`src/rtl/swsp_pkg.sv`:
```
`timescale 1ns / 1ps
// ----------------------------------------------------------------------------
// swsp_pkg: shared types and constants for the shell word splitter
// Result word layout, push group into the result queue, character codes and
// queue sizing.
// ----------------------------------------------------------------------------
package swsp_pkg;

	// default saturation point of the per-line word count
	localparam int WORD_COUNT_MAX_DEF = 255;

	// most results one input byte can produce
	localparam int MAX_RESULTS = 3;

	// result queue sizing (depth is a power of two so pointers wrap freely)
	localparam int FIFO_AW    = 3;
	localparam int FIFO_DEPTH = 1 << FIFO_AW;

	// character codes
	localparam logic [7:0] CH_LF     = 8'h0A;
	localparam logic [7:0] CH_TAB    = 8'h09;
	localparam logic [7:0] CH_CR     = 8'h0D;
	localparam logic [7:0] CH_SPACE  = 8'h20;
	localparam logic [7:0] CH_DQUOTE = 8'h22;
	localparam logic [7:0] CH_SQUOTE = 8'h27;
	localparam logic [7:0] CH_BSLASH = 8'h5C;
	localparam logic [7:0] CH_N      = 8'h6E;
	localparam logic [7:0] CH_T      = 8'h74;

	// one result word
	typedef struct packed {
		logic [7:0] out_char;
		logic       char_valid;
		logic       word_start;
		logic       word_end;
		logic       line_end;
		logic [7:0] words_seen;
		logic       open_quote;
	} result_t;

	// group of results pushed into the queue in one cycle
	typedef struct packed {
		logic [1:0]                   num;
		result_t [MAX_RESULTS-1:0]    ent;
	} push_t;

endpackage

```
`src/rtl/swsp_step.sv`:
```
`timescale 1ns / 1ps
// ----------------------------------------------------------------------------
// swsp_step: tokenizer state and per-byte result logic
// Holds quote, escape and word state plus the word tally, and turns one
// registered input byte into up to three result words.
// ----------------------------------------------------------------------------
module swsp_step #(
	parameter int WORD_COUNT_MAX = swsp_pkg::WORD_COUNT_MAX_DEF
) (
	input  logic            clk,
	input  logic            arst_n,
	input  logic            advance,
	input  logic [7:0]      byte_s1,
	input  logic            last_s1,
	output swsp_pkg::push_t push
);

	localparam int         CAP_INT = (WORD_COUNT_MAX > 255) ? 255 : WORD_COUNT_MAX;
	localparam logic [7:0] CAP     = 8'(CAP_INT);

	logic       inside_q, squote_q, dquote_q, esc_q;
	logic [7:0] tally_q;
	logic       inside_d, squote_d, dquote_d, esc_d;
	logic [7:0] tally_d;

	// work out the results and next state for the byte in the input register
	always_comb begin
		logic       iw;
		logic [7:0] tl;
		logic [1:0] nb;
		logic [7:0] ch0, ch1;
		logic [7:0] chx;
		logic       blank;
		logic       close_mk;
		logic [1:0] n;

		iw       = inside_q;
		tl       = tally_q;
		squote_d = squote_q;
		dquote_d = dquote_q;
		esc_d    = esc_q;
		nb       = 2'd0;
		ch0      = byte_s1;
		ch1      = byte_s1;
		chx      = byte_s1;
		close_mk = 1'b0;
		n        = 2'd0;
		push     = '0;
		blank    = (byte_s1 == swsp_pkg::CH_SPACE) ||
			((byte_s1 >= swsp_pkg::CH_TAB) && (byte_s1 <= swsp_pkg::CH_CR));

		// classify the byte against the current quote and escape state
		if (esc_q) begin
			esc_d = 1'b0;
			nb    = 2'd1;
			if (byte_s1 == swsp_pkg::CH_N) begin
				ch0 = swsp_pkg::CH_LF;
			end else if (byte_s1 == swsp_pkg::CH_T) begin
				ch0 = swsp_pkg::CH_TAB;
			end else if ((byte_s1 == swsp_pkg::CH_BSLASH) ||
				(byte_s1 == swsp_pkg::CH_SPACE)) begin
				ch0 = byte_s1;
			end else begin
				ch0 = swsp_pkg::CH_BSLASH;
				nb  = 2'd2;
			end
		end else if (squote_q) begin
			if (byte_s1 == swsp_pkg::CH_SQUOTE) begin
				squote_d = 1'b0;
			end else begin
				nb = 2'd1;
			end
		end else if (dquote_q) begin
			if (byte_s1 == swsp_pkg::CH_DQUOTE) begin
				dquote_d = 1'b0;
			end else begin
				nb = 2'd1;
			end
		end else if (byte_s1 == swsp_pkg::CH_BSLASH) begin
			if (last_s1) begin
				nb = 2'd1;
			end else begin
				esc_d = 1'b1;
			end
		end else if (byte_s1 == swsp_pkg::CH_SQUOTE) begin
			squote_d = 1'b1;
		end else if (byte_s1 == swsp_pkg::CH_DQUOTE) begin
			dquote_d = 1'b1;
		end else if (blank) begin
			close_mk = inside_q && !last_s1;
		end else begin
			nb = 2'd1;
		end

		// emit the word bytes, opening a word on the first one
		for (int k = 0; k < 2; k++) begin
			chx = (k == 0) ? ch0 : ch1;
			if (2'(k) < nb) begin
				if (!iw && (tl < CAP)) begin
					tl = tl + 8'd1;
				end
				push.ent[n].out_char   = chx;
				push.ent[n].char_valid = 1'b1;
				push.ent[n].word_start = !iw;
				push.ent[n].word_end   = 1'b0;
				push.ent[n].line_end   = 1'b0;
				push.ent[n].words_seen = tl;
				push.ent[n].open_quote = 1'b0;
				iw = 1'b1;
				n  = n + 2'd1;
			end
		end

		// close the word on unquoted whitespace
		if (close_mk) begin
			iw                     = 1'b0;
			push.ent[n].out_char   = '0;
			push.ent[n].char_valid = 1'b0;
			push.ent[n].word_start = 1'b0;
			push.ent[n].word_end   = 1'b1;
			push.ent[n].line_end   = 1'b0;
			push.ent[n].words_seen = tl;
			push.ent[n].open_quote = 1'b0;
			n = n + 2'd1;
		end

		// line end marker, then drop all state back to reset
		if (last_s1) begin
			push.ent[n].out_char   = '0;
			push.ent[n].char_valid = 1'b0;
			push.ent[n].word_start = 1'b0;
			push.ent[n].word_end   = iw;
			push.ent[n].line_end   = 1'b1;
			push.ent[n].words_seen = tl;
			push.ent[n].open_quote = squote_d | dquote_d;
			n        = n + 2'd1;
			iw       = 1'b0;
			tl       = '0;
			squote_d = 1'b0;
			dquote_d = 1'b0;
			esc_d    = 1'b0;
		end

		inside_d = iw;
		tally_d  = tl;
		push.num = advance ? n : 2'd0;
	end

	// hold state, advance only when the byte moves into the queue
	always_ff @(posedge clk or negedge arst_n) begin
		if (!arst_n) begin
			inside_q <= 1'b0;
			squote_q <= 1'b0;
			dquote_q <= 1'b0;
			esc_q    <= 1'b0;
			tally_q  <= '0;
		end else if (advance) begin
			inside_q <= inside_d;
			squote_q <= squote_d;
			dquote_q <= dquote_d;
			esc_q    <= esc_d;
			tally_q  <= tally_d;
		end
	end

endmodule

```
`src/rtl/swsp_fifo.sv`:
```
`timescale 1ns / 1ps
// ----------------------------------------------------------------------------
// swsp_fifo: result queue
// Takes up to three result words per cycle, hands out one per cycle when popped.
// ----------------------------------------------------------------------------
module swsp_fifo (
	input  logic              clk,
	input  logic              arst_n,
	input  swsp_pkg::push_t   push,
	input  logic              pop,
	output swsp_pkg::result_t head,
	output logic              not_empty,
	output logic [swsp_pkg::FIFO_AW:0] fill
);

	localparam int AW = swsp_pkg::FIFO_AW;

	swsp_pkg::result_t mem_q [swsp_pkg::FIFO_DEPTH];
	logic [AW-1:0]     wr_q, rd_q;
	logic [AW:0]       cnt_q;
	logic              do_pop;

	assign do_pop    = pop && (cnt_q != '0);
	assign not_empty = (cnt_q != '0);
	assign head      = mem_q[rd_q];
	assign fill      = cnt_q;

	// write the pushed words at consecutive slots
	always_ff @(posedge clk) begin
		for (int i = 0; i < swsp_pkg::MAX_RESULTS; i++) begin
			if (2'(i) < push.num) begin
				mem_q[AW'(wr_q + AW'(i))] <= push.ent[i];
			end
		end
	end

	// advance pointers and count
	always_ff @(posedge clk or negedge arst_n) begin
		if (!arst_n) begin
			wr_q  <= '0;
			rd_q  <= '0;
			cnt_q <= '0;
		end else begin
			wr_q  <= wr_q + AW'(push.num);
			rd_q  <= rd_q + AW'(do_pop);
			cnt_q <= cnt_q + (AW+1)'(push.num) - (AW+1)'(do_pop);
		end
	end

endmodule

```
`src/rtl/shell_word_splitter.sv`:
```
`timescale 1ns / 1ps
// Shell word splitter: streaming command-line tokenizer.
// An accepted byte is held in the input register, then written into the result queue.
// Throughput: one byte per cycle; bytes that give extra results (escapes, line end)
// are absorbed by an 8-entry result queue that drains one word per cycle unless
// result_stall is high; the input stalls while the queue has under three free slots.
// Reset: asynchronous, clears quote/escape/word state, word tally and the queue.
// ----------------------------------------------------------------------------
// shell_word_splitter: top level
// Input register, tokenizer step logic and result queue.
// ----------------------------------------------------------------------------
module shell_word_splitter #(
	parameter int WORD_COUNT_MAX = swsp_pkg::WORD_COUNT_MAX_DEF
) (
	input  logic       clk,
	input  logic       arst_n,
	input  logic       byte_valid,
	output logic       byte_stall,
	input  logic [7:0] in_byte,
	input  logic       line_last,
	output logic       result_valid,
	input  logic       result_stall,
	output logic [7:0] out_char,
	output logic       char_valid,
	output logic       word_start,
	output logic       word_end,
	output logic       line_end,
	output logic [7:0] words_seen,
	output logic       open_quote
);

	localparam int AW = swsp_pkg::FIFO_AW;
	localparam logic [AW:0] ROOM_MAX =
		(AW+1)'(swsp_pkg::FIFO_DEPTH - swsp_pkg::MAX_RESULTS);

	logic              valid_s1;
	logic [7:0]        byte_s1;
	logic              last_s1;
	logic              room, advance, accept;
	swsp_pkg::push_t   push;
	swsp_pkg::result_t head;
	logic [AW:0]       fill;

	assign room       = (fill <= ROOM_MAX);
	assign advance    = valid_s1 && room;
	assign byte_stall = valid_s1 && !room;
	assign accept     = byte_valid && !byte_stall;

	// input register: load on accept, drop once moved into the queue
	always_ff @(posedge clk or negedge arst_n) begin
		if (!arst_n) begin
			valid_s1 <= 1'b0;
		end else if (accept) begin
			valid_s1 <= 1'b1;
		end else if (advance) begin
			valid_s1 <= 1'b0;
		end
	end

	always_ff @(posedge clk) begin
		if (accept) begin
			byte_s1 <= in_byte;
			last_s1 <= line_last;
		end
	end

	swsp_step #(
		.WORD_COUNT_MAX(WORD_COUNT_MAX)
	) u_step (
		.clk     (clk),
		.arst_n  (arst_n),
		.advance (advance),
		.byte_s1 (byte_s1),
		.last_s1 (last_s1),
		.push    (push)
	);

	swsp_fifo u_fifo (
		.clk       (clk),
		.arst_n    (arst_n),
		.push      (push),
		.pop       (result_valid && !result_stall),
		.head      (head),
		.not_empty (result_valid),
		.fill      (fill)
	);

	assign out_char   = head.out_char;
	assign char_valid = head.char_valid;
	assign word_start = head.word_start;
	assign word_end   = head.word_end;
	assign line_end   = head.line_end;
	assign words_seen = head.words_seen;
	assign open_quote = head.open_quote;

	// queue never overfills
	a_fill_bound: assert property (@(posedge clk) disable iff (!arst_n)
		fill <= (AW+1)'(swsp_pkg::FIFO_DEPTH))
		else $error("result queue overfilled");

	// a push only happens with room for the largest group
	a_push_room: assert property (@(posedge clk) disable iff (!arst_n)
		(push.num != 2'd0) |-> (fill <= ROOM_MAX))
		else $error("push without room");

	// marker words carry no character and start no word
	a_marker_clean: assert property (@(posedge clk) disable iff (!arst_n)
		(result_valid && !char_valid) |-> (out_char == 8'd0 && !word_start))
		else $error("marker carries byte data");

	// byte words never close a word or the line
	a_byte_clean: assert property (@(posedge clk) disable iff (!arst_n)
		(result_valid && char_valid) |-> (!word_end && !line_end && !open_quote))
		else $error("byte word carries marker flags");

endmodule
```
`config.mk`:
```
export PLATFORM = sky130hd
export DESIGN_NAME = shell_word_splitter
export DESIGN_NICKNAME = d
export VERILOG_FILES = /design/src/rtl/swsp_pkg.sv /design/src/rtl/swsp_step.sv /design/src/rtl/swsp_fifo.sv /design/src/rtl/shell_word_splitter.sv
export SDC_FILE = /design/constraint.sdc
export NUM_CORES = 1
export LEC_CHECK = 0
export ABC_CLOCK_PERIOD_IN_PS = 4400
export BUFFER_PORTS_ARGS = -buffer_cell sky130_fd_sc_hd__clkbuf_2
export CAP_MARGIN = 10
export CORE_MARGIN = 4
export CORE_UTILIZATION = 35
export DETAILED_ROUTE_END_ITERATION = 10
export GPL_TIMING_DRIVEN = 0
export PLACE_DENSITY = 0.6
export SLEW_MARGIN = 20
export SYNTH_ARGS = -nofsm -noshare
export SYNTH_HDL_FRONTEND = slang
export SYNTH_HIERARCHICAL = 1
export SYNTH_SLANG_ARGS = --single-unit
```
`constraint.sdc`:
```
create_clock -name clk -period 4.4 [get_ports clk]
set_input_delay 0.22 -clock clk [delete_from_list [all_inputs] [get_ports clk]]
set_output_delay 0.22 -clock clk [all_outputs]
set_load 0.005 [all_outputs]
```
### Yosys cells after proc, flatten, opt, wreduce, memory -nomap -nowiden

Memory sizes are Yosys's and may differ from the RTL's.
Index checks and enable logic that the tools add are counted.

* add/sub/neg operators: 11
* multiplexer cells: 134
* bitwise logic cells: 1
* order comparisons: 16
* eq/ne operators: 6
* reduce and logical (&&, ||, !) cells: 22

Operator list (count)
* $bwmux W63: 21
* $demux W21 S2: 21
* $mux W63: 3
* $mux W21: 4
* $mux W8: 10
* $mux W1: 47
* $mux W13: 3
* $mux W12: 3
* $mux W11: 3
* $mux W10: 3
* $mux W9: 3
* $mux W2: 13
* $eq A8 B6 Y1 const B: 3
* $eq A8 B7 Y1 const B: 3
* $add A8 B1 Y8 const B: 2
* $lt A8 B8 Y1 const B: 2
* $logic_and A1 B1 Y1: 12
* $ge A8 B4 Y1 const B: 1
* $le A8 B4 Y1 const B: 1
* $lt A1 B2 Y1 const A: 4
* $logic_not A1 Y1: 6
* $lt A2 B3 Y1 const B: 2
* $add A2 B1 Y2 const B: 2
* $add A4 B2 Y4: 1
* other kinds (15): 17

* memories: 1
* RAM bits: 168
* logic and storage cells: 202
* input port bits: 13
* flip-flop bits (word level): 32
* output and inout port bits: 23

Memory list
* u_fifo.mem_q: words 8, bits a word 21, read ports 1, clocked after Yosys merged registers in 0, write ports 3, line swsp_fifo.sv:18 `swsp_pkg::result_t mem_q [swsp_pkg::FIFO_DEPTH];`

### Depth between registers and ports, before layout

Gate-level depths: netlist of run 1.

* depth in word-level cells: 40
* mapped depth: 21
* mapped depth without buffers: 17

### Modules after synthesis

Netlist of run 1, hierarchy kept.

Modules (own cells, without submodules)
* swsp_fifo: times used 1, cells each 1237, area an instance 11878.9 µm²
* swsp_step: times used 1, cells each 256, area an instance 1818.0 µm²
* shell_word_splitter: times used 1, cells each 17, area an instance 339.1 µm²

### Worst setup path after synthesis of run 1

Ideal clock, no wire load.

* kind: reg-to-reg
* start: register byte_s1[4]
* end: memory u_fifo/mem_q[1][0] in the netlist's numbering, enable pin
* path buffers: 4
* setup time: 0.407 ns
* stages on the path, launching flop included: 16
* arrival time: 4.387 ns
* period minus slack after synthesis: 4.794 ns
* setup slack: -0.394 ns
* path through: edfxtp_1 or3_1 or4_1 and4_4 buf_6 nor2_8 buf_4 o21ai_0 inv_1 ha_1 nor2_1 o21a_1 or3b_2 clkbuf_1 clkbuf_1 o22ai_1

RTL lines
* from (decl): line shell_word_splitter.sv:37 `logic [7:0] byte_s1;`
* from (signal assigned): line shell_word_splitter.sv:62 `byte_s1 <= in_byte;`
* to (decl): line swsp_fifo.sv:18

==> out/metrics.cfg, run 1 <==
[clock_tree]
clock_latency_ns = 0.46
numCtsBuffers = 17
cts-root-buf = clkbuf_16
cts.sinks = 200
htree_levels = 4
clk_pin_slew_ns = 0.08
clockBufferDepth = 2
cts_tree = yes

[run_status]
status = finished, final reports clean

[sta]
min_period_ns = 4.28
whs_ns = 0.239
slew_violations = 0
tns_ns = 0
fin_skew_ns = 0.0163
max_slew_margin = 0.266
setup_violations = 0
tightest_slew_ns = 1.09
hold_viol_final = 0
fin_ws_ns = 0.117
fmax_ghz = 0.233
fin_crit_sh = 0.973

[placement]
dpl.hpwl_mm = 48.0
dp_worst_setup_slack_ns = -0.917
port_buffers = 35
place.gp.congestion = 1.00

[worst_setup_path]
critPathCapture = u_fifo/mem_q[3][12]
crit_fanout = 10
crit_type = flop to flop
r2r_end = u_fifo/mem_q[3][12]
r2r_slack_ns = 0.12
r2r-start = byte_s1[1]
rr_worst_depth = 16
max_stage_delay_ns = 0.54
cp.required_ns = 4.64
start_kind = flop
arrival_ns = 4.52
path_cells = or4b_4 > a211o_1 > and4_4 > buf_6 > nor2_8 > buf_8 > o21ai_1 > inv_1 > ha_1 > nor2_2 > o21a_4 > buf_2 > clkbuf_1 > and4b_1 > nand2_1 > a31oi_1
endpoint_kind = flop
cp-startpoint = byte_s1[1]
slowest_stage = or4b_4

[die]
core-area_um2 = 39700
die-width_um = 208
dieArea_um2 = 43400
start_util = 0.353
rows = 73
fp.dieH_um = 208
io_pins = 36

[yosys]
synth-edff-count = 177
yosys.area.top_type = edfxtp_1
synth_ff_type = edfxtp_1
synth.cell_area_um2 = 14000
ys_async_sr_fraction = 0.115
synth_top_area_share = 0.379
synth_cell_types = 74
syn_area_per_cell_um2 = 9.30
synthTopCellsByArea = edfxtp_1, a31oi_1, mux4_2, o21ai_0, nor3_1
ys_seq_area_frac = 0.420
synthTopCellsByCount = nand2_1, o21ai_0, nor3_1, edfxtp_1, a31oi_1
netlist_instances = 1510
synth.most_common_cell = nand2_1
yosysWarnings = 6
yosys_register_bits = 200

[power_and_ir_drop]
p_leak_nw = 5.29
power_density_nw_per_um2 = 721
peakVddDrop_mv = 0.328

[drt]
wire_per_inst_um = 28.4
drt_first_pass_iters = 6
met2_wirelength_mm = 27.3
viasPerCell = 6.40
drtIter0Drc = 2145
ant_nets = 0
vias = 13800
drc_errors = 0
met1Wirelength_mm = 25.3
top_layer = met5
met3_length_mm = 7.07
wl_mm = 61.4

[finish]
antennaDiodeCount = 0
final_nets = 1654
final_layout_size_suffix_gt1_frac = 0.195
area_growth_pct = 18.0
fillers = 3949

[hold_path]
min_from = result_stall
hold_path_class = input port to flop

[grt]
grt_pass1_wl_mm = 90.2
grt_util_all_layers = 0.277
grt_overflow = 0
grt_pass1_vias = 13000
antenna_found_initial = 2
grt_max_degree = 24

[job]
maxCapViolCount = 0

-- what timing repair did --
action	CTS	global route
hold buffers	11	0
endpoints found under the setup margin	341	318
endpoints found under the hold margin	33	0
resized for setup	68	43
buffers inserted	26	5
pin swaps	10	6
cloned	3	2
-- kinds of logic (layout without fill, tap and decap cells) --
kind of cell	Yosys count	in the layout	share of synthesized area
and+or+nand+nor	564	564	0.220
muxes	65	65	0.0857
other	1	11	0.000267
DFF	200	200	0.420
buffers and inverters	227	341	0.0701
adders and majority gates	18	18	0.0169
AOI/OAI and AO/OA	424	427	0.180
xor gates and xnor gates	11	11	0.00740
-- flip-flops by register name, indices dropped and copies added, names as in the netlist --
register and count:
u_fifo/fill 4, u_fifo/wr_q 3, u_step/tally_q 8, u_fifo/rd_q 3
valid_s1 1, u_step/dquote_q 1, u_step/squote_q 1, u_step/inside_q 1
u_fifo/mem_q 168, byte_s1 8, u_step/esc_q 1, last_s1 1
-- per-stage QoR --
step	utilization	area [um^2]	cells	power, mW
global placement	0.376	14900	2080	9.53
CTS	0.413	16400	2156	11.7
floorplan	-	14100	1520	7.06
detailed placement	0.382	15200	2085	9.74
global route	0.417	16600	2162	12.5
finish	0.417	16600	2162	11.9
-- area by class of cell --
class | count | area [um^2] | area share
Clock buffer | 17 | 425 | 0.0257
Clock inverter | 15 | 140 | 0.00846
Sequential cell | 200 | 5890 | 0.356
Timing Repair Buffer | 84 | 707 | 0.0427
Inverter | 33 | 129 | 0.00778
Multi-Input combinational cell | 1096 | 7690 | 0.464
Tap cell | 525 | 657 | 0.0397
Buffer | 192 | 926 | 0.0559
-- report_power, final --
group,internal [mW],switching [mW]
registers,2.78,0.200
clock network,0.794,0.790
logic,2.37,5.01
-- metal layers --
metal  vias to the layer above  GRT usage
met4                         4     0.0727
li1                       5992          -
met2                       960      0.429
met1                      6727      0.390
met5                         -          0
met3                       158     0.0706
-- worst max-delay path: cells and delay by family, from the launching register on --
kind	cells	cell delay [ns]
simple gates	6	1.43
buf+inv	5	1.03
compound gates	4	0.89
flops	1	0.45
fa+ha+maj	1	0.24
-- cells in the final DEF, fill, tap and decap left out, drive strengths merged, types with 6 or more instances in the layout --
master       count
nor2            31
clkbuf         171
a31oi          172
o21a             8
and2            10
dfrtp           23
mux4            42
conb            11
nor3           181
nand3           13
and4b           42
ha              15
nand2          188
edfxtp         177
dlygate4sd3     11
xor2             6
a21oi           18
buf            111
o21ai          187
and4            22
and3             9
nor4bb          22
nand2b           6
inv             39
nor2b            6
mux2            21
clkinv           7
o22ai           13
or2             10
-- worst min path at each step --
stage                     depth (start not counted)  slack, ns           endpoint
after floorplan                                   0      -0.08     u_fifo/fill[0]
after global placement                            1       0.27  u_step/tally_q[5]
after detailed placement                          1       0.28  u_step/tally_q[5]
after CTS                                         4       0.23     u_fifo/rd_q[0]
after global routing                              4       0.26     u_fifo/rd_q[0]
final                                             4       0.24     u_fifo/rd_q[0]
Power figures use the tool's default switching activity.
==> run 2: changes to the inputs <==
--- a/config.mk
+++ b/config.mk
@@ -16,5 +16,4 @@
 export SLEW_MARGIN = 20
 export SYNTH_ARGS = -nofsm -noshare
 export SYNTH_HDL_FRONTEND = slang
-export SYNTH_HIERARCHICAL = 1
 export SYNTH_SLANG_ARGS = --single-unit
==> run 2 against run 1 <==
Maximum frequency decreased by 0.78%. Power shrank 27%. Sequential cell count did not move. First-iteration DRC count is 49% lower. Routed wire length decreased by 41%. Clock power is 5% higher. Sequential power is 2% lower. Final cell count shrank 34%.
==> out/metrics.cfg, run 2 <==
[finish]
antennaDiodeCount = 0  ; unchanged
regMostFlops = u_fifo.mem_q
final_layout_size_suffix_gt1_frac = 0.293  ; +0.0979
fin_cells = 1421  ; -34%
area_growth_pct = 20.3
top_regs = u_fifo.mem_q x168, byte_s1 x8, u_step.tally_q x8
layout_common_cells = edfxtp_1, nand2_1, o22ai_1, nor2_1, nand3_1
final_nets = 1036  ; -37%
utilization = 0.428  ; +0.0107
largest_reg_flops = 168  ; unchanged
layout_commonest_cell = edfxtp_1

[die]
io_pins = 36  ; unchanged
fp.dieH_um = 187  ; -10%
core-area_um2 = 31600  ; -21%
dieArea_um2 = 35000  ; -19%
rows = 65  ; -11%
start_util = 0.356  ; +0.00228
die-width_um = 187  ; -10%

[sta]
setup_violations = 0  ; unchanged
tightest_slew_ns = 1.22  ; +0.133 ns
slew_violations = 0  ; unchanged
hold_viol_final = 0  ; unchanged
fmax_ghz = 0.232  ; -0.78%
max_slew_margin = 0.183  ; -0.0828
tns_ns = 0  ; unchanged
fin_crit_sh = 0.981  ; +0.00762
rsz0062_at_grt = false
fin_skew_ns = 0.0119  ; -0.00438 ns
min_period_ns = 4.32  ; +0.0335 ns

[worst_setup_path]
crit_fanout = 10  ; unchanged
endpoint_kind = flop
max_stage_delay_ns = 0.60  ; +0.06 ns
crit_type = flop to flop
arrival_ns = 4.48  ; -0.04 ns
cp.required_ns = 4.56  ; -0.08 ns
cp_common_cell = buf_4
r2r_slack_ns = 0.08  ; -0.03 ns
slowest_stage = or4_4
cp-startpoint = byte_s1[3]
path_cells = buf_4 > or3b_4 > a2111oi_4 > nor2_4 > buf_4 > clkbuf_4 > ha_4 > or4_4 > nand2_2 > nand3_4 > nand2_1 > o221ai_1
start_kind = flop
r2r-start = byte_s1[3]

[grt]
grt_overflow = 0  ; unchanged
grt_pass1_vias = 8671  ; -33%
grt_pass1_wl_mm = 54.7  ; -39%
grt_max_degree = 24  ; unchanged
antenna_found_initial = 0  ; -2
grt_util_all_layers = 0.205  ; -0.0721

[placement]
place.gp.congestion = 0.995  ; -0.58%
port_buffers = 35  ; unchanged
placed_cells = 1347  ; -35%
dpl.hpwl_mm = 25.5  ; -47%

[yosys]
ys_async_sr_fraction = 0.115  ; unchanged
synth-edff-count = 177  ; unchanged
synth_fp_nets = 931
ys_seq_area_frac = 0.525  ; +0.105
synth.most_common_cell = edfxtp_1
netlist_instances = 901  ; -40%
syn_area_per_cell_um2 = 12.5  ; +34%
synthTopCellsByCount = edfxtp_1, nand2_1, o22ai_1, nor2_1
synth.cell_area_um2 = 11200  ; -20%
yosys.area.top_type = edfxtp_1
yosys_register_bits = 200  ; unchanged
yosysWarnings = 0  ; -6
synthTopCellsByArea = edfxtp_1, mux4_2, dfrtp_1, o22ai_1, nand2_1
synth_cell_types = 90  ; +22%
synth_ff_type = edfxtp_1
synth_top_area_share = 0.474  ; +0.0951

[power_and_ir_drop]
p_leak_nw = 4.80  ; -9.4%
p_seq_frac = 0.337  ; +0.087
pwr-share-clk = 0.191  ; +0.058
power_density_nw_per_um2 = 644  ; -11%
peakVddDrop_mv = 0.294  ; -10%
total_power_mw = 8.69  ; -27%
switchingPower_mw = 3.42  ; -43%
pwr-share-comb = 0.472  ; -0.146
internal-power_mw = 5.27  ; -11%
p_sw_frac = 0.394  ; -0.109

[hold_path]
min_from = result_stall
hold_path_class = input port to flop

[drt]
wl_mm = 36.4  ; -41%
drt_first_pass_iters = 6  ; unchanged
drtIter0Drc = 1100  ; -49%
vias = 8759  ; -37%
wire_per_inst_um = 25.6  ; -9.8%
drc_errors = 0  ; unchanged
ant_nets = 0  ; unchanged
viasPerCell = 6.16  ; -3.7%

[clock_tree]
cts.sinks = 200  ; unchanged
htree_levels = 4  ; unchanged
clk_pin_slew_ns = 0.08  ; about the same
numCtsBuffers = 17  ; unchanged
clock_latency_ns = 0.44  ; -0.02 ns
cts_tree = yes
cts-root-buf = clkbuf_16
clockBufferDepth = 2  ; unchanged

[run_status]
status = finished, final reports clean

[job]
maxCapViolCount = 0  ; unchanged

==> run 2: layer usage <==
layer / up-vias / routed length (um) / track usage
li1: 3788 / - / -
met1: 4328 / 15000 / 0.281
met2: 548 / 16400 / 0.320
met3: 95 / 3430 / 0.0442
met4: 0 / 1560 / 0.0828
met5: - / 0 / 0
==> run 2: repair_timing <==
item | CTS | global route
endpoints found under the setup margin | 325 | 202
endpoints found under the hold margin | 33 | 0
buffers inserted | 19 | 12
cloned | 1 | 0
pin swaps | 8 | 6
gates resized for setup | 27 | 15
hold buffers | 11 | 0
==> run 2: cell type report <==
type	instances	area [um^2]
flip-flops and latches	200	5890
well taps	402	503
multi-input cells	624	5180
fillers	2914	18100
clock buffers	17	425
clock inverters	15	198
inverters	22	87.6
repair buffers	87	890
plain buffers	54	322
==> run 2: worst max-delay path, delay by kind of cell, from the launching register on <==
kind | cells | cell delay, ns
fa+ha+maj | 1 | 0.29
compound gates | 2 | 0.68
flops | 1 | 0.36
buf+inv | 3 | 0.66
simple gates | 6 | 2.03
==> run 2: worst paths after layout <==
| kind | to | cells after the start |
|---|---|---|
| worst min register to register | u_fifo.rd_q[1] | 1 |
| worst max register to register | u_fifo.mem_q[3][2] | 12 |
| max in group asynchronous | u_step.tally_q[2] | 2 |
| worst min-delay path | u_fifo.rd_q[0] | 3 |
| min in group asynchronous | u_fifo.fill[3] | 2 |
| worst max-delay path | u_fifo.mem_q[3][2] | 12 |
==> run 2: per-stage QoR <==
step	hold slack [ns]	setup WS (ns)	instance area, um^2
floorplan	-0.0756	-0.130	11200
global placement	0.258	-2.79	11900
detailed placement	0.263	-0.922	12200
CTS	0.261	0.0280	13300
global route	0.277	0.00335	13500
finish	0.247	0.0834	13500
==> run 2: cell families (layout without fill, tap and decap cells) <==
| family | count (synthesis) | count (layout) | share of synthesized area |
|---|---|---|---|
| simple gates | 271 | 271 | 0.127 |
| xor+xnor | 8 | 8 | 0.00691 |
| buf+inv | 77 | 195 | 0.0346 |
| compound gates | 238 | 238 | 0.156 |
| fa+ha+maj | 17 | 17 | 0.0203 |
| flops | 200 | 200 | 0.525 |
| mux | 90 | 90 | 0.130 |
==> run 2: power groups by stage <==
stage | logic (mW) | registers, mW | clock network (mW)
after floorplan | 2.40 | 2.91 | 0
after global placement | 3.53 | 2.99 | 0
after detailed placement | 3.82 | 2.98 | 0
after CTS | 4.04 | 2.93 | 1.67
after global routing | 4.42 | 2.97 | 1.76
final | 4.10 | 2.92 | 1.66
==> run 3: changes to the inputs <==
--- a/config.mk
+++ b/config.mk
@@ -11,7 +11,6 @@
 export CORE_MARGIN = 4
 export CORE_UTILIZATION = 35
 export DETAILED_ROUTE_END_ITERATION = 10
-export GPL_TIMING_DRIVEN = 0
 export PLACE_DENSITY = 0.6
 export SLEW_MARGIN = 20
 export SYNTH_ARGS = -nofsm -noshare
==> run 3 against run 2 <==
Clock skew fell by 0.00064 ns. First-iteration DRC count decreased by 19%. Cell area fell by 5.2%. Critical endpoint is now u_fifo.mem_q[4][14]. Highest routed layer is now met5.
==> out/metrics.cfg, run 3 (same netlist as run 2, synthesis figures left out) <==
[run_status]
status = finished, final reports clean

[worst_setup_path]
crit_buf_inv = 3  ; unchanged
rr_worst_depth = 13  ; +1
critPathTopFamily = simple AND/OR/NAND/NOR gates
start_kind = flop
endpoint_kind = flop
crit_type = flop to flop
critical_path_depth = 13  ; +1
path_cells = buf_4 > or3b_4 > a2111oi_4 > nor2_4 > o21ai_4 > inv_4 > ha_1 > or4_1 > a21oi_1 > o211ai_4 > and2_1 > o21ai_2 > buf_12
arrival_ns = 4.31  ; -0.17 ns
crit_fanout = 21  ; +11
slowest_stage = or4_1
max_stage_delay_ns = 0.59  ; about the same
cp.required_ns = 4.54  ; -0.02 ns

[finish]
antennaDiodeCount = 0  ; unchanged
multiInputGateArea_um2 = 4980  ; -3.9%
regMostFlops = u_fifo.mem_q
largest_reg_flops = 168  ; unchanged
final_layout_size_suffix_gt1_frac = 0.266  ; -0.0278
fillers = 2964  ; +1.7%
fin_area_um2 = 12800  ; -5.2%
layout_common_cells = edfxtp_1, nand2_1, o22ai_1, nor2_1, buf_4
top_regs = u_fifo.mem_q x168, byte_s1 x8, u_step.tally_q x8
final_nets = 992  ; -4.2%
utilization = 0.405  ; -0.0222
seqCellArea_um2 = 5890  ; about the same
layout_commonest_cell = edfxtp_1
area_growth_pct = 14.0

[sta]
fin_crit_sh = 0.947  ; -0.0343
slew_violations = 0  ; unchanged
fin_skew_ns = 0.0113  ; -0.000637 ns
tns_ns = 0  ; unchanged
min_period_ns = 4.17  ; -0.151 ns
fin_ws_ns = 0.234  ; +0.151 ns
fmax_ghz = 0.240  ; +3.6%
setup_violations = 0  ; unchanged
hold_viol_final = 0  ; unchanged
max_slew_margin = 0.234  ; +0.0512
rsz0062_at_grt = false
tightest_slew_ns = 1.15  ; -0.0766 ns

[placement]
postPlaceCellArea_um2 = 12100  ; -1.4%
dpl.hpwl_mm = 23.4  ; -8.3%
dp_worst_setup_slack_ns = 0.244  ; +1.17 ns
port_buffers = 35  ; unchanged
place.gp.congestion = 0.960  ; -3.5%

[die]
core-area_um2 = 31600  ; unchanged
io_pins = 36  ; unchanged
die-width_um = 187  ; unchanged
fp.dieH_um = 187  ; unchanged
rows = 65  ; unchanged
start_util = 0.356  ; unchanged
dieArea_um2 = 35000  ; unchanged

[power_and_ir_drop]
p_leak_nw = 4.56  ; -5.0%
internal-power_mw = 4.98  ; -5.4%
p_seq_frac = 0.377  ; +0.040
pwr-share-clk = 0.196  ; +0.005
pwr-share-comb = 0.426  ; -0.046
power_density_nw_per_um2 = 638  ; -0.88%
switchingPower_mw = 3.18  ; -7.0%
total_power_mw = 8.16  ; -6.0%
p_sw_frac = 0.390  ; -0.00410
peakVddDrop_mv = 0.333  ; +13%

[clock_tree]
clockBufferDepth = 2  ; unchanged
cts_tree = yes
clock_latency_ns = 0.45  ; about the same
numCtsBuffers = 17  ; unchanged
cts-root-buf = clkbuf_16
cts.sinks = 200  ; unchanged
clk_pin_slew_ns = 0.08  ; about the same
htree_levels = 4  ; unchanged

[job]
maxCapViolCount = 0  ; unchanged

[drt]
viasPerCell = 5.98  ; -3.0%
wl_mm = 33.7  ; -7.6%
vias = 8230  ; -6.0%
drc_errors = 0  ; unchanged
ant_nets = 0  ; unchanged
drtIter0Drc = 895  ; -19%
drt_first_pass_iters = 5  ; -1
wire_per_inst_um = 24.5  ; -4.6%

[grt]
grt_pass1_wl_mm = 50.5  ; -7.6%
grt_util_all_layers = 0.189  ; -0.0165
grt_pass1_vias = 8169  ; -5.8%
grt_overflow = 0  ; unchanged
grt_max_degree = 37  ; +54%
antenna_found_initial = 1  ; +1

[hold_path]
hold_path_class = input port to flop
hold_path_depth = 3  ; unchanged

[run 3: final timing paths]
| kind | startpoint | endpoint | slack [ns] |
|---|---|---|---|
| hold reg to reg | u_step.dquote_q | u_step.dquote_q | 0.55 |
| setup reg to reg | byte_s1[3] | u_fifo.mem_q[4][14] | 0.23 |
| min in group asynchronous | arst_n | valid_s1 | 0.31 |
| setup / recovery | byte_s1[3] | u_fifo.mem_q[4][14] | 0.23 |
| hold / removal | result_stall | u_fifo.rd_q[0] | 0.25 |
| max in group asynchronous | arst_n | u_fifo.rd_q[1] | 3.65 |
[run 3: power by group through the flow]
stage | clock network, mW | registers, mW | logic [mW]
2_1_floorplan | 0 | 2.91 | 2.40
3_5_place_dp | 0 | 3.13 | 3.47
4_1_cts | 1.62 | 3.09 | 3.49
5_1_grt | 1.70 | 3.14 | 3.77
6_report | 1.60 | 3.08 | 3.48
3_3_place_gp | 0 | 3.11 | 3.44
[run 3: tightest hold or removal path: cells and delay by family]
family | cells | cell delay, ns
adders and majority gates | 1 | 0.29
AOI/OAI and AO/OA | 1 | 0.08
buffers and inverters | 1 | 0.08
[run 3: repair_timing]
action / CTS / global route
gates resized for setup: 0 / 1
endpoints found under the setup margin: 0 / 112
hold buffers: 11 / 0
endpoints found under the hold margin: 33 / 0
buffers inserted: 0 / 4
[run 3: through the flow]
step / hold slack [ns] / std cells
after floorplan: -0.0756 / 901
after global placement: 0.254 / 1330
after global routing: 0.269 / 1377
after detailed placement: 0.273 / 1330
after CTS: 0.247 / 1373
final: 0.250 / 1377
[run 3: metal layers]
layer / up-vias / part of all wire / wire length, um / global-route usage
met5: - / 0.00039 / 13 / 0
met4: 2 / 0.016 / 526 / 0.0441
met3: 50 / 0.089 / 3010 / 0.0422
met2: 410 / 0.46 / 15600 / 0.293
met1: 4075 / 0.43 / 14600 / 0.272
li1: 3693 / - / - / -
[run 3: final cells by class]
class	instances	area share
well taps	402	0.0393
multi-input cells	624	0.389
clock buffers	17	0.0333
clock inverters	15	0.0129
flip-flops and latches	200	0.461
inverters	22	0.00665
repair buffers	97	0.0581
